===== src/rtl/peer_table_with_aging_macros.svh =====
// ----------------------------------------------------------------------------
// peer table assertion macros
// shared property wrappers for the peer table rtl
// ----------------------------------------------------------------------------
`ifndef PEER_TABLE_WITH_AGING_MACROS_SVH
`define PEER_TABLE_WITH_AGING_MACROS_SVH

// checked on every rising edge of aclk outside reset
`define PTAG_ASSERT(label, prop, msg) \
    label: assert property (@(posedge aclk) disable iff (!aresetn) prop) else $error(msg);

// checked on every rising edge of aclk, reset included
`define PTAG_ASSERT_ALWAYS(label, prop, msg) \
    label: assert property (@(posedge aclk) prop) else $error(msg);

`endif


===== src/rtl/ptag_pkg.sv =====
// ----------------------------------------------------------------------------
// ptag_pkg
// field widths, operation codes and status codes of the peer table
// ----------------------------------------------------------------------------
`timescale 1ns / 1ps

package ptag_pkg;

    localparam int OP_W       = 2;
    localparam int IP_W       = 32;
    localparam int IDX_W      = 4;
    localparam int STATUS_W   = 3;
    localparam int COUNT_W    = 4;
    localparam int LIFE_W     = 8;
    localparam int ENTRY_W    = IP_W + LIFE_W;

    // stream payload: fields packed from bit 0 up, padded to whole bytes
    localparam int S_TDATA_W  = 40;
    localparam int M_TDATA_W  = 48;
    localparam int M_PAD_W    = M_TDATA_W - (STATUS_W + COUNT_W + IP_W + LIFE_W);

    localparam logic [LIFE_W-1:0] LIFETIME_RESET = 8'd3;

    typedef enum logic [OP_W-1:0] {
        OP_REFRESH = 2'd0,
        OP_REMOVE  = 2'd1,
        OP_AGE     = 2'd2,
        OP_READ    = 2'd3
    } op_t;

    typedef enum logic [STATUS_W-1:0] {
        STAT_REFRESHED = 3'd0,
        STAT_INSERTED  = 3'd1,
        STAT_FULL      = 3'd2,
        STAT_DONE      = 3'd3,
        STAT_EMPTY     = 3'd4,
        STAT_READ_OK   = 3'd5,
        STAT_BAD_INDEX = 3'd6
    } status_t;

endpackage


===== src/rtl/ptag_ram.sv =====
// ----------------------------------------------------------------------------
// ptag_ram
// simple dual-port ram, one write and one registered read port
// ----------------------------------------------------------------------------
`timescale 1ns / 1ps

module ptag_ram #(
    parameter int WIDTH = 40,
    parameter int DEPTH = 16
) (
    input  logic                     aclk,
    input  logic                     wr_en,
    input  logic [$clog2(DEPTH)-1:0] wr_addr,
    input  logic [WIDTH-1:0]         wr_data,
    input  logic                     rd_en,
    input  logic [$clog2(DEPTH)-1:0] rd_addr,
    output logic [WIDTH-1:0]         rd_data
);

    logic [WIDTH-1:0] mem [DEPTH];
    logic [WIDTH-1:0] rd_data_reg;

    always_ff @(posedge aclk) begin
        if (wr_en) begin
            mem[wr_addr] <= wr_data;
        end
        if (rd_en) begin
            rd_data_reg <= mem[rd_addr];
        end
    end

    assign rd_data = rd_data_reg;

endmodule


===== src/rtl/peer_table_with_aging.sv =====
// ----------------------------------------------------------------------------
// peer_table_with_aging
// flow: refresh, remove and age walk the table in S_WALK, the single ram read
//   port reading one entry per cycle while kept entries are written back; a
//   read goes through S_READ, a read past the count straight to S_HOLD; the
//   result then waits in S_HOLD until the output register is free
// one request at a time: a new request is taken only after the last result
//   has been moved into the output register
// reset: table empty, lifetime reload 3; no clearing pass, ram is not cleared
// ----------------------------------------------------------------------------
`timescale 1ns / 1ps
`include "peer_table_with_aging_macros.svh"

module peer_table_with_aging #(
    parameter int TABLE_SLOTS = 16
) (
    input  logic                             aclk,
    input  logic                             aresetn,

    // lifetime reload register
    input  logic                             cfg_we,
    input  logic [ptag_pkg::LIFE_W-1:0]      cfg_wdata,

    // request stream
    input  logic                             s_tvalid,
    output logic                             s_tready,
    // [1:0] operation, [33:2] peer_ip, [37:34] read_index, [39:38] zero
    input  logic [ptag_pkg::S_TDATA_W-1:0]   s_tdata,

    // result stream
    output logic                             m_tvalid,
    input  logic                             m_tready,
    // [2:0] status, [6:3] entry_count, [38:7] entry_ip,
    // [46:39] entry_lifetime, [47] zero
    output logic [ptag_pkg::M_TDATA_W-1:0]   m_tdata
);

    import ptag_pkg::*;

    localparam int ADDR_W = (TABLE_SLOTS > 1) ? $clog2(TABLE_SLOTS) : 1;
    // count never exceeds TABLE_SLOTS - 1, so it fits the address width
    localparam int CNT_W  = ADDR_W;
    localparam int CMP_W  = (CNT_W > IDX_W) ? CNT_W : IDX_W;

    typedef enum logic [1:0] {
        S_IDLE,   // waiting for a request transfer
        S_WALK,   // streaming the table through read, modify, write back
        S_READ,   // single entry read in flight
        S_HOLD    // result ready, waiting for the output register
    } state_t;

    // control state
    state_t                 state_reg,    state_next;
    logic [CNT_W-1:0]       count_reg,    count_next;
    logic [ADDR_W-1:0]      rd_ptr_reg,   rd_ptr_next;
    logic [ADDR_W-1:0]      wr_ptr_reg,   wr_ptr_next;
    logic                   pend_reg,     pend_next;
    logic                   found_reg,    found_next;
    logic                   m_tvalid_reg, m_tvalid_next;
    logic [LIFE_W-1:0]      reload_reg,   reload_next;

    // payload
    op_t                    op_reg,       op_next;
    logic [IP_W-1:0]        ip_reg,       ip_next;
    status_t                status_reg,   status_next;
    logic [IP_W-1:0]        res_ip_reg,   res_ip_next;
    logic [LIFE_W-1:0]      res_life_reg, res_life_next;
    logic [M_TDATA_W-1:0]   m_tdata_reg,  m_tdata_next;

    // ram ports
    logic                   ram_we;
    logic [ADDR_W-1:0]      ram_waddr;
    logic [ENTRY_W-1:0]     ram_wdata;
    logic                   ram_re;
    logic [ADDR_W-1:0]      ram_raddr;
    logic [ENTRY_W-1:0]     ram_rdata;

    // request fields
    op_t                    in_op;
    logic [IP_W-1:0]        in_ip;
    logic [IDX_W-1:0]       in_idx;

    // walk datapath
    logic [IP_W-1:0]        ent_ip;
    logic [LIFE_W-1:0]      ent_life;
    logic [LIFE_W-1:0]      new_life;
    logic                   hit;
    logic                   keep;
    logic                   out_free;

    assign in_op    = op_t'(s_tdata[OP_W-1:0]);
    assign in_ip    = s_tdata[OP_W +: IP_W];
    assign in_idx   = s_tdata[OP_W + IP_W +: IDX_W];

    assign ent_ip   = ram_rdata[LIFE_W +: IP_W];
    assign ent_life = ram_rdata[LIFE_W-1:0];
    assign hit      = (ent_ip == ip_reg);

    // one request at a time; the output register decouples the result side
    assign s_tready = (state_reg == S_IDLE);
    assign out_free = !m_tvalid_reg || m_tready;

    // entry keep or drop and its new lifetime, per operation
    always_comb begin
        keep       = 1'b1;
        new_life   = ent_life;
        found_next = found_reg;
        case (op_reg)
            OP_REFRESH: begin
                if (hit && !found_reg) begin
                    new_life   = reload_reg;
                    found_next = 1'b1;
                end
            end
            OP_REMOVE: begin
                // first match is dropped, later entries slide down by one
                if (hit && !found_reg) begin
                    keep       = 1'b0;
                    found_next = 1'b1;
                end
            end
            OP_AGE: begin
                keep     = (ent_life != '0);
                new_life = ent_life - LIFE_W'(1);
            end
            default: begin
                keep = 1'b1;
            end
        endcase
        if (state_reg != S_WALK || !pend_reg) begin
            found_next = found_reg;
        end
        if (state_reg == S_IDLE) begin
            found_next = 1'b0;
        end
    end

    always_comb begin
        state_next    = state_reg;
        count_next    = count_reg;
        rd_ptr_next   = rd_ptr_reg;
        wr_ptr_next   = wr_ptr_reg;
        pend_next     = 1'b0;
        m_tvalid_next = m_tvalid_reg;
        reload_next   = reload_reg;
        op_next       = op_reg;
        ip_next       = ip_reg;
        status_next   = status_reg;
        res_ip_next   = res_ip_reg;
        res_life_next = res_life_reg;
        m_tdata_next  = m_tdata_reg;

        ram_we        = 1'b0;
        ram_waddr     = wr_ptr_reg;
        ram_wdata     = {ent_ip, new_life};
        ram_re        = 1'b0;
        ram_raddr     = rd_ptr_reg;

        if (cfg_we) begin
            reload_next = cfg_wdata;
        end

        // result leaves the output register
        if (m_tvalid_reg && m_tready) begin
            m_tvalid_next = 1'b0;
        end

        case (state_reg)
            S_IDLE: begin
                if (s_tvalid) begin
                    op_next     = in_op;
                    ip_next     = in_ip;
                    rd_ptr_next = '0;
                    wr_ptr_next = '0;
                    if (in_op == OP_READ) begin
                        if (CMP_W'(in_idx) < CMP_W'(count_reg)) begin
                            ram_re     = 1'b1;
                            ram_raddr  = ADDR_W'(in_idx);
                            state_next = S_READ;
                        end else begin
                            status_next   = STAT_BAD_INDEX;
                            res_ip_next   = '0;
                            res_life_next = '0;
                            state_next    = S_HOLD;
                        end
                    end else begin
                        state_next = S_WALK;
                    end
                end
            end

            S_WALK: begin
                // issue side: one read per cycle up to the held count
                if (rd_ptr_reg != count_reg) begin
                    ram_re      = 1'b1;
                    ram_raddr   = rd_ptr_reg;
                    rd_ptr_next = rd_ptr_reg + ADDR_W'(1);
                    pend_next   = 1'b1;
                end
                // write-back side: kept entries are packed at the write pointer
                if (pend_reg && keep) begin
                    ram_we      = 1'b1;
                    ram_waddr   = wr_ptr_reg;
                    ram_wdata   = {ent_ip, new_life};
                    wr_ptr_next = wr_ptr_reg + ADDR_W'(1);
                end
                // walk drained
                if (rd_ptr_reg == count_reg && !pend_reg) begin
                    res_ip_next   = '0;
                    res_life_next = '0;
                    state_next    = S_HOLD;
                    case (op_reg)
                        OP_REFRESH: begin
                            if (found_reg) begin
                                status_next = STAT_REFRESHED;
                            end else if (count_reg == CNT_W'(TABLE_SLOTS - 1)) begin
                                status_next = STAT_FULL;
                            end else begin
                                // append at the tail
                                ram_we      = 1'b1;
                                ram_waddr   = count_reg;
                                ram_wdata   = {ip_reg, reload_reg};
                                count_next  = count_reg + CNT_W'(1);
                                status_next = STAT_INSERTED;
                            end
                        end
                        OP_REMOVE, OP_AGE: begin
                            if (count_reg == '0) begin
                                status_next = STAT_EMPTY;
                            end else begin
                                count_next  = wr_ptr_reg;
                                status_next = STAT_DONE;
                            end
                        end
                        default: begin
                            status_next = STAT_DONE;
                        end
                    endcase
                end
            end

            S_READ: begin
                status_next   = STAT_READ_OK;
                res_ip_next   = ent_ip;
                res_life_next = ent_life;
                state_next    = S_HOLD;
            end

            S_HOLD: begin
                if (out_free) begin
                    m_tvalid_next = 1'b1;
                    m_tdata_next  = {{M_PAD_W{1'b0}}, res_life_reg, res_ip_reg,
                                     COUNT_W'(count_reg), status_reg};
                    state_next    = S_IDLE;
                end
            end

            default: begin
                state_next = S_IDLE;
            end
        endcase
    end

    always_ff @(posedge aclk) begin
        if (!aresetn) begin
            state_reg    <= S_IDLE;
            count_reg    <= '0;
            rd_ptr_reg   <= '0;
            wr_ptr_reg   <= '0;
            pend_reg     <= 1'b0;
            found_reg    <= 1'b0;
            m_tvalid_reg <= 1'b0;
            reload_reg   <= LIFETIME_RESET;
        end else begin
            state_reg    <= state_next;
            count_reg    <= count_next;
            rd_ptr_reg   <= rd_ptr_next;
            wr_ptr_reg   <= wr_ptr_next;
            pend_reg     <= pend_next;
            found_reg    <= found_next;
            m_tvalid_reg <= m_tvalid_next;
            reload_reg   <= reload_next;
        end
        op_reg       <= op_next;
        ip_reg       <= ip_next;
        status_reg   <= status_next;
        res_ip_reg   <= res_ip_next;
        res_life_reg <= res_life_next;
        m_tdata_reg  <= m_tdata_next;
    end

    assign m_tvalid = m_tvalid_reg;
    assign m_tdata  = m_tdata_reg;

    // address and lifetime of every entry, packed side by side
    ptag_ram #(
        .WIDTH (ENTRY_W),
        .DEPTH (TABLE_SLOTS)
    ) u_entries (
        .aclk    (aclk),
        .wr_en   (ram_we),
        .wr_addr (ram_waddr),
        .wr_data (ram_wdata),
        .rd_en   (ram_re),
        .rd_addr (ram_raddr),
        .rd_data (ram_rdata)
    );

    // ------------------------------------------------------------------------
    // assertions
    // ------------------------------------------------------------------------

    // write-back never overtakes the read side, so no entry is clobbered early
    `PTAG_ASSERT(a_wr_behind_rd, (state_reg == S_WALK) |-> (wr_ptr_reg <= rd_ptr_reg), "write pointer ahead of read pointer")

    // a request transfer closes the input until its result is issued
    `PTAG_ASSERT(a_one_in_flight, (s_tvalid && s_tready) |=> !s_tready, "second request taken while busy")

    // the entry count only moves when a walk finishes
    `PTAG_ASSERT(a_count_at_end, (count_reg != $past(count_reg)) |-> ($past(state_reg) == S_WALK) && (state_reg == S_HOLD), "entry count changed mid walk")

endmodule

===== config.mk =====
export PLATFORM = sky130hd
export DESIGN_NAME = peer_table_with_aging
export DESIGN_NICKNAME = d
export VERILOG_FILES = /design/src/rtl/ptag_pkg.sv /design/src/rtl/ptag_ram.sv /design/src/rtl/peer_table_with_aging.sv
export VERILOG_INCLUDE_DIRS = /design/src /design/src/rtl
export SDC_FILE = /design/constraint.sdc
export NUM_CORES = 1
export LEC_CHECK = 0
export BUFFER_PORTS_ARGS = -buffer_cell sky130_fd_sc_hd__buf_2
export CAP_MARGIN = 20
export CORE_ASPECT_RATIO = 1.4
export CORE_MARGIN = 4
export CORE_UTILIZATION = 45
export CTS_BUF_LIST = sky130_fd_sc_hd__clkbuf_2
export DETAILED_ROUTE_END_ITERATION = 8
export GPL_TIMING_DRIVEN = 0
export HOLD_SLACK_MARGIN = 0.05
export PLACE_DENSITY = 0.62
export SYNTH_ARGS = -nofsm -noshare
export SYNTH_HDL_FRONTEND = slang
export SYNTH_SLANG_ARGS = --single-unit
export TNS_END_PERCENT = 30

===== constraint.sdc =====
create_clock -name aclk -period 5.31 [get_ports aclk]
set_input_delay 0 -clock aclk [delete_from_list [all_inputs] [get_ports aclk]]
set_output_delay 0 -clock aclk [all_outputs]
set_load 0.1 [all_outputs]

Word level (Yosys, flattened, before mapping)
Memories as Yosys holds them, arrays and structs flattened. A register that Yosys moved wholly into a read port is not among the register bits.
Cells that the tools add are included.

storage, ports and cells
  register bits = 149
  bits in writable memories = 640
  memories kept = 1

cells by class
  $add $sub $neg = 4
  order comparisons = 1
  equal/unequal tests = 21
  mux-type cells = 68
  bitwise logic cells = 2
  reductions and logical operators = 28

memory list
  memory         words  bits a word  read ports  clocked after memory_dff  write ports  RTL line        text
  u_entries.mem  16     40           1           1                         1            ptag_ram.sv:20  logic [WIDTH-1:0] mem [DEPTH];

operators with widths
  operator               number
  $mux W40               5
  $mux W32               4
  $pmux W32 S3           1
  $mux W4                15
  $mux W8                5
  $eq A32 B32 Y1         1
  $pmux W4 S2            3
  $pmux W8 S3            1
  $ne A2 B2 Y1 const B   9
  $mux W1                17
  $pmux W8 S2            1
  $mux W3                5
  $add A4 B1 Y4 const B  3
  $mux W2                6
  $reduce_and A3 Y1      4
  $pmux W3 S3            1
  $eq A2 B2 Y1 const B   4
  $pmux W2 S4            1
  $reduce_bool A8 Y1     1
  $sub A8 B1 Y8 const B  1
  $pmux W3 S2            1
  $reduce_and A2 Y1      3
  $reduce_and A6 Y1      1
  $reduce_or A2 Y1       3
  other kinds (16)       28

Longest topological paths before layout
  depth in word-level cells = 13
  gate-level depth with buffers = 11
  mapped depth without buffers = 9

Modules after synthesis
A second synthesis with hierarchy kept.

second synthesis, totals
  cells, all modules = 1547
  area, all modules = 32333.5 µm²

by module, submodules not included
  module                 instances  cells each  area an instance (µm²)
  ptag_ram               1          1040        25533.2
  peer_table_with_aging  1          507         6800.3

Worst setup path before layout
OpenSTA, ideal clock, no wires.

  path kind = reg2reg
  start point = register state_reg[0]
  end point = register res_ip_reg[0], enable pin
  library setup time = 497 ps
  arrival time = 4473 ps
  required time = 4813 ps
  setup slack = 340 ps
  stages on the path, launching flop included = 6
  path through = dfxtp_1 -> inv_1 -> ha_1 -> nand2b_1 -> o21ai_0 -> nor3_1

on the way
  longest elaborated chain between the ends = 3
  elaborated cells on any way between the ends = 9
  classes of those cells = eq/ne (6); reduce/logical (3)

ends and longest elaborated chain
  item                                                  RTL line                      text
  from (decl)                                           peer_table_with_aging.sv:53   state_t state_reg, state_next;
  from (signal assigned)                                peer_table_with_aging.sv:275  state_reg <= state_next;
  $logic_not A2 Y1 (*)                                  -
  net s_tready                                          peer_table_with_aging.sv:26   output logic s_tready,
  $ne A2 B2 Y1 (no line), or another cell as far along  -
  $reduce_and A5 Y1 (no line) (*)                       -
  to (signal assigned)                                  peer_table_with_aging.sv:287  res_ip_reg <= res_ip_next;
  to (decl)                                             peer_table_with_aging.sv:66   logic [IP_W-1:0] res_ip_reg, res_ip_next;

Mark *: on every way through the listed nets, which the timed path passes. The rest lies on a longest branch.
A chain may end at the register's enable or synchronous reset.

Final worst setup path
  start point = register count_reg[2]
  end point = register u_entries.rd_data_reg[21], in the netlist u_entries.rd_data[21] (read register of u_entries.mem), data pin

on the way
  longest elaborated chain between the ends = 5
  elaborated cells on any way between the ends = 11
  classes of those cells = order compare (1); eq/ne (1); mux (9)

ends and longest elaborated chain
  item                                           RTL line                      text
  from (decl)                                    peer_table_with_aging.sv:54   logic [CNT_W-1:0] count_reg, count_next;
  from (signal assigned)                         peer_table_with_aging.sv:276  count_reg <= count_next;
  $lt A4 B4 Y1                                   peer_table_with_aging.sv:176  if (CMP_W'(in_idx) < CMP_W'(count_reg)) begin
  $mux W1 / $mux W4 (equally long branches)      peer_table_with_aging.sv:176
  $mux W1 / $mux W4 (equally long branches)      peer_table_with_aging.sv:175  if (in_op == OP_READ) begin
  $mux W1 / $mux W4 (equally long branches)      peer_table_with_aging.sv:170  if (s_tvalid) begin
  $pmux W1 S2 / $mux W4 (equally long branches)  -
  to (decl)                                      ptag_ram.sv:21                logic [WIDTH-1:0] rd_data_reg;

Several ways; a longest one is shown, not always the timed one.

==> metrics.csv <==
stage,metric,value,unit
run_status,status,finished clean,
floorplanning,# IOs,103,
cts,Num CTS Buffers,189,
place,DP Area,34700,um^2
synthesis,Gate Count Post-Synth,1822,
timing,Final Hold Fails,0,
synthesis,ys async rst share,0,%
floorplanning,initial core utilization,45.6,%
timing,fin crit share,93.7,%
drt,Vias/cell,5.58,
setup_path,Setup crit end kind,register,
synthesis,Netlist cell types,51,
drt,1st-pass router iterations,5,
cts,setup repair bufs after CTS,0,
setup_path,Setup CP Type,register to register,
floorplanning,Die H,324,um
final_layout,final core occ,53.6,%
setup_path,Worst Path Arrival,6010,ps
timing,Fmax,0.201,GHz
synthesis,synthesized cell area,32100,um^2
final_layout,nets@finish,2366,
global_routing,first-pass GRT wire length,122000,um
global_routing,grt ovf,0,
setup_path,Slowest Stage Delay on Critical Path,840,ps
floorplanning,core footprint,70500,um^2
timing,min Tclk post-route,4970,ps
synthesis,"Top FF cell, synth",edfxtp_1,
setup_path,R2R depth,11,
timing,Final Max Tran Viols,0,
synthesis,Yosys top cell by area,edfxtp_1,
global_routing,initial antenna violation count,3,
timing,worst-margin pin slew,1300,ps
synthesis,Synth area leaders,"edfxtp_1 (75%), mux2i_1 (10%), o22ai_1 (3.1%)",
flow_run,max-cap viol count,0,
worst_hold_path,hold-critical path depth,4,
floorplanning,FP Rows,115,
worst_hold_path,Worst Hold End,wr_ptr_reg[0],
cts,CTS Sinks,829,
synthesis,Synth Area per Inst,17.6,um^2
drt,Detailed Route WL,85800,um
synthesis,Synth top area share,75.1,%
synthesis,Ys Warns,0,
global_routing,largest net degree at the start of global routing,41,
final_layout,max reg flops,640,
final_layout,Finished Cell Area,37800,um^2
drt,DRT iter0 DRCs,1634,
timing,Clock Skews,104,ps
setup_path,RR Endpoint,u_entries.rd_data[21],
synthesis,Post-synth EDFFs,804,
setup_path,crit-path max FO,10,
setup_path,CP max stage cell,clkbuf_1,
cts,CTS Buffer Depth,3,
place,Buffers on Ports,97,
cts,CTS tree,built,
final_layout,Final Instance Count excl. Fillers,3356,
timing,Hold WS,248,ps
cts,Clock Tree Root,clkbuf_2,
setup_path,CP startpoint kind,register,
cts,"Clk Latency, worst-skew pair",1380,ps
place,GPL Wtd Cong,0.881,
setup_path,"most used cell, CP",clkbuf_1,
floorplanning,die area,75800,um^2
place,Detailed Place HPWL,53000,um
power,Peak VDD IR,0.185,mV
setup_path,CP Cell Sequence,"clkbuf_1, inv_1, ha_1, a211o_1, a2111oi_4, mux2i_1, clkbuf_1, clkbuf_1, mux2i_1, o22ai_1, or4_1",
timing,setup violators final,0,
power,Lkg Pwr,14.7,nW
setup_path,launch point of the worst reg-to-reg path,count_reg[2],
timing,RSZ-0062 raised after global routing,false,
place,Placed Cells,2890,
synthesis,Yosys reg bits,829,
setup_path,Critical Path Start,count_reg[2],
worst_hold_path,worst min path class,input pin to register,
power,power per cell area,389,nW/um^2
global_routing,Total GRT Usage,22.4,%
cts,CTS H-tree lvls,4,
drt,DR WL/cell,25.6,um
global_routing,vias in the first global route,19300,
setup_path,WP data required,6340,ps
drt,Antenna Nets Post-Route,0,
worst_hold_path,Hold Crit Start,aresetn,
final_layout,layout overhead on the synthesized area,17.6,%
synthesis,sequential area share after synthesis,76.7,%
synthesis,syn_nets,1893,
timing,Rel. slew slack,13.0,%
setup_path,worst reg2reg setup slack,340,ps
final_layout,layout cells sized above 1,20.7,%
floorplanning,die width,234,um
cts,clock-pin slew on the worst setup and hold paths,120,ps
drt,DRC,0,
drt,via count,18700,
critical path: cells and delay by family, from the launching register on:
family / cells / cell delay (ps)
AOI/OAI and AO/OA: 3 / 970
adders and majority gates: 1 / 210
buffers and inverters: 4 / 1760
DFF: 1 / 460
muxes: 2 / 790
and+or+nand+nor: 1 / 460
cells by family (layout without fill, tap and decap cells):
group | after synthesis | count (layout) | synth area share (%)
other | 1 | 2 | 0.0117
muxes | 369 | 369 | 11.6
adders and majority gates | 18 | 18 | 0.701
AOI/OAI and AO/OA | 230 | 230 | 4.71
xor gates and xnor gates | 40 | 40 | 1.09
buffers and inverters | 106 | 701 | 1.35
DFF | 829 | 829 | 76.7
and+or+nand+nor | 229 | 231 | 3.84
what timing repair did:
action	4_1_cts	5_1_grt
resized for setup	0	2
endpoints found under the hold margin	260	0
setup endpoints to repair	0	62
hold buffers	148	0
cell type report:
type	instances	area, um^2
diodes	1	2.50
plain buffers	85	354
clock buffers	266	1330
clock inverters	49	280
fillers	5728	32700
inverters	20	75.1
multi-input cells	889	7240
flip-flops and latches	829	24600
well taps	936	1170
repair buffers	281	2690
power by group:
part	total, W	switching, W	internal, W
Clock	0.00384	0.00236	0.00148
Sequential	0.00825	0.000193	0.00806
Combinational	0.00262	0.00184	0.000785
cell usage after synthesis, drive strengths merged, types with 3 or more instances:
master and number:
or4 40, nor3 15, o22ai 161, nor2b 5, o211ai 7, nor2 56, ha 18, o31a 3
clkbuf 54, o21ai 13, a211oi 4, nand2 32, mux2i 336, inv 19, a22o 4, nand4 15
nand3 11, mux2 33, a21oi 11, a31oi 7, edfxtp 804, xnor2 36, dfxtp 25, xor2 4
buf 32, nand2b 7, and2 39, nor4 3
worst max path at each step:
| stage | to | slack, ps | cells after the start |
|---|---|---|---|
| floorplan | res_ip_reg[0] | 340 | 5 |
| global placement | u_entries.mem[6][13] | -3440 | 9 |
| detailed placement | u_entries.mem[2][20] | 140 | 11 |
| CTS | u_entries.mem[2][21] | 50 | 11 |
| global route | u_entries.rd_data[21] | 100 | 11 |
| finish | u_entries.rd_data[21] | 340 | 11 |
cell usage in the layout, fill, tap and decap left out, drive strengths merged, types with 33 or more instances in the layout:
cell type and instances:
buf 165, nor2 58, xnor2 36, or4 40
mux2 33, clkbuf 319, edfxtp 804, dlygate4sd3 148
clkinv 40, o22ai 161, mux2i 336, and2 39
per-layer routing:
metal	track usage [%]	part of all wire (%)	wire length [um]
met1	27.5	39	33300
met2	38.3	50	42700
met3	5.23	7.5	6460
met4	9.45	3.9	3320
met5	0	0.020	17
stage by stage:
step           power, W  TNS [ps]  setup slack, ps
6_report         0.0147         0              337
5_1_grt          0.0154         0             95.5
4_1_cts          0.0148         0             53.0
3_5_place_dp     0.0109         0              142
3_3_place_gp     0.0107  -2030410            -3440
2_1_floorplan   0.00993         0              340
Power figures use the tool's default switching activity.
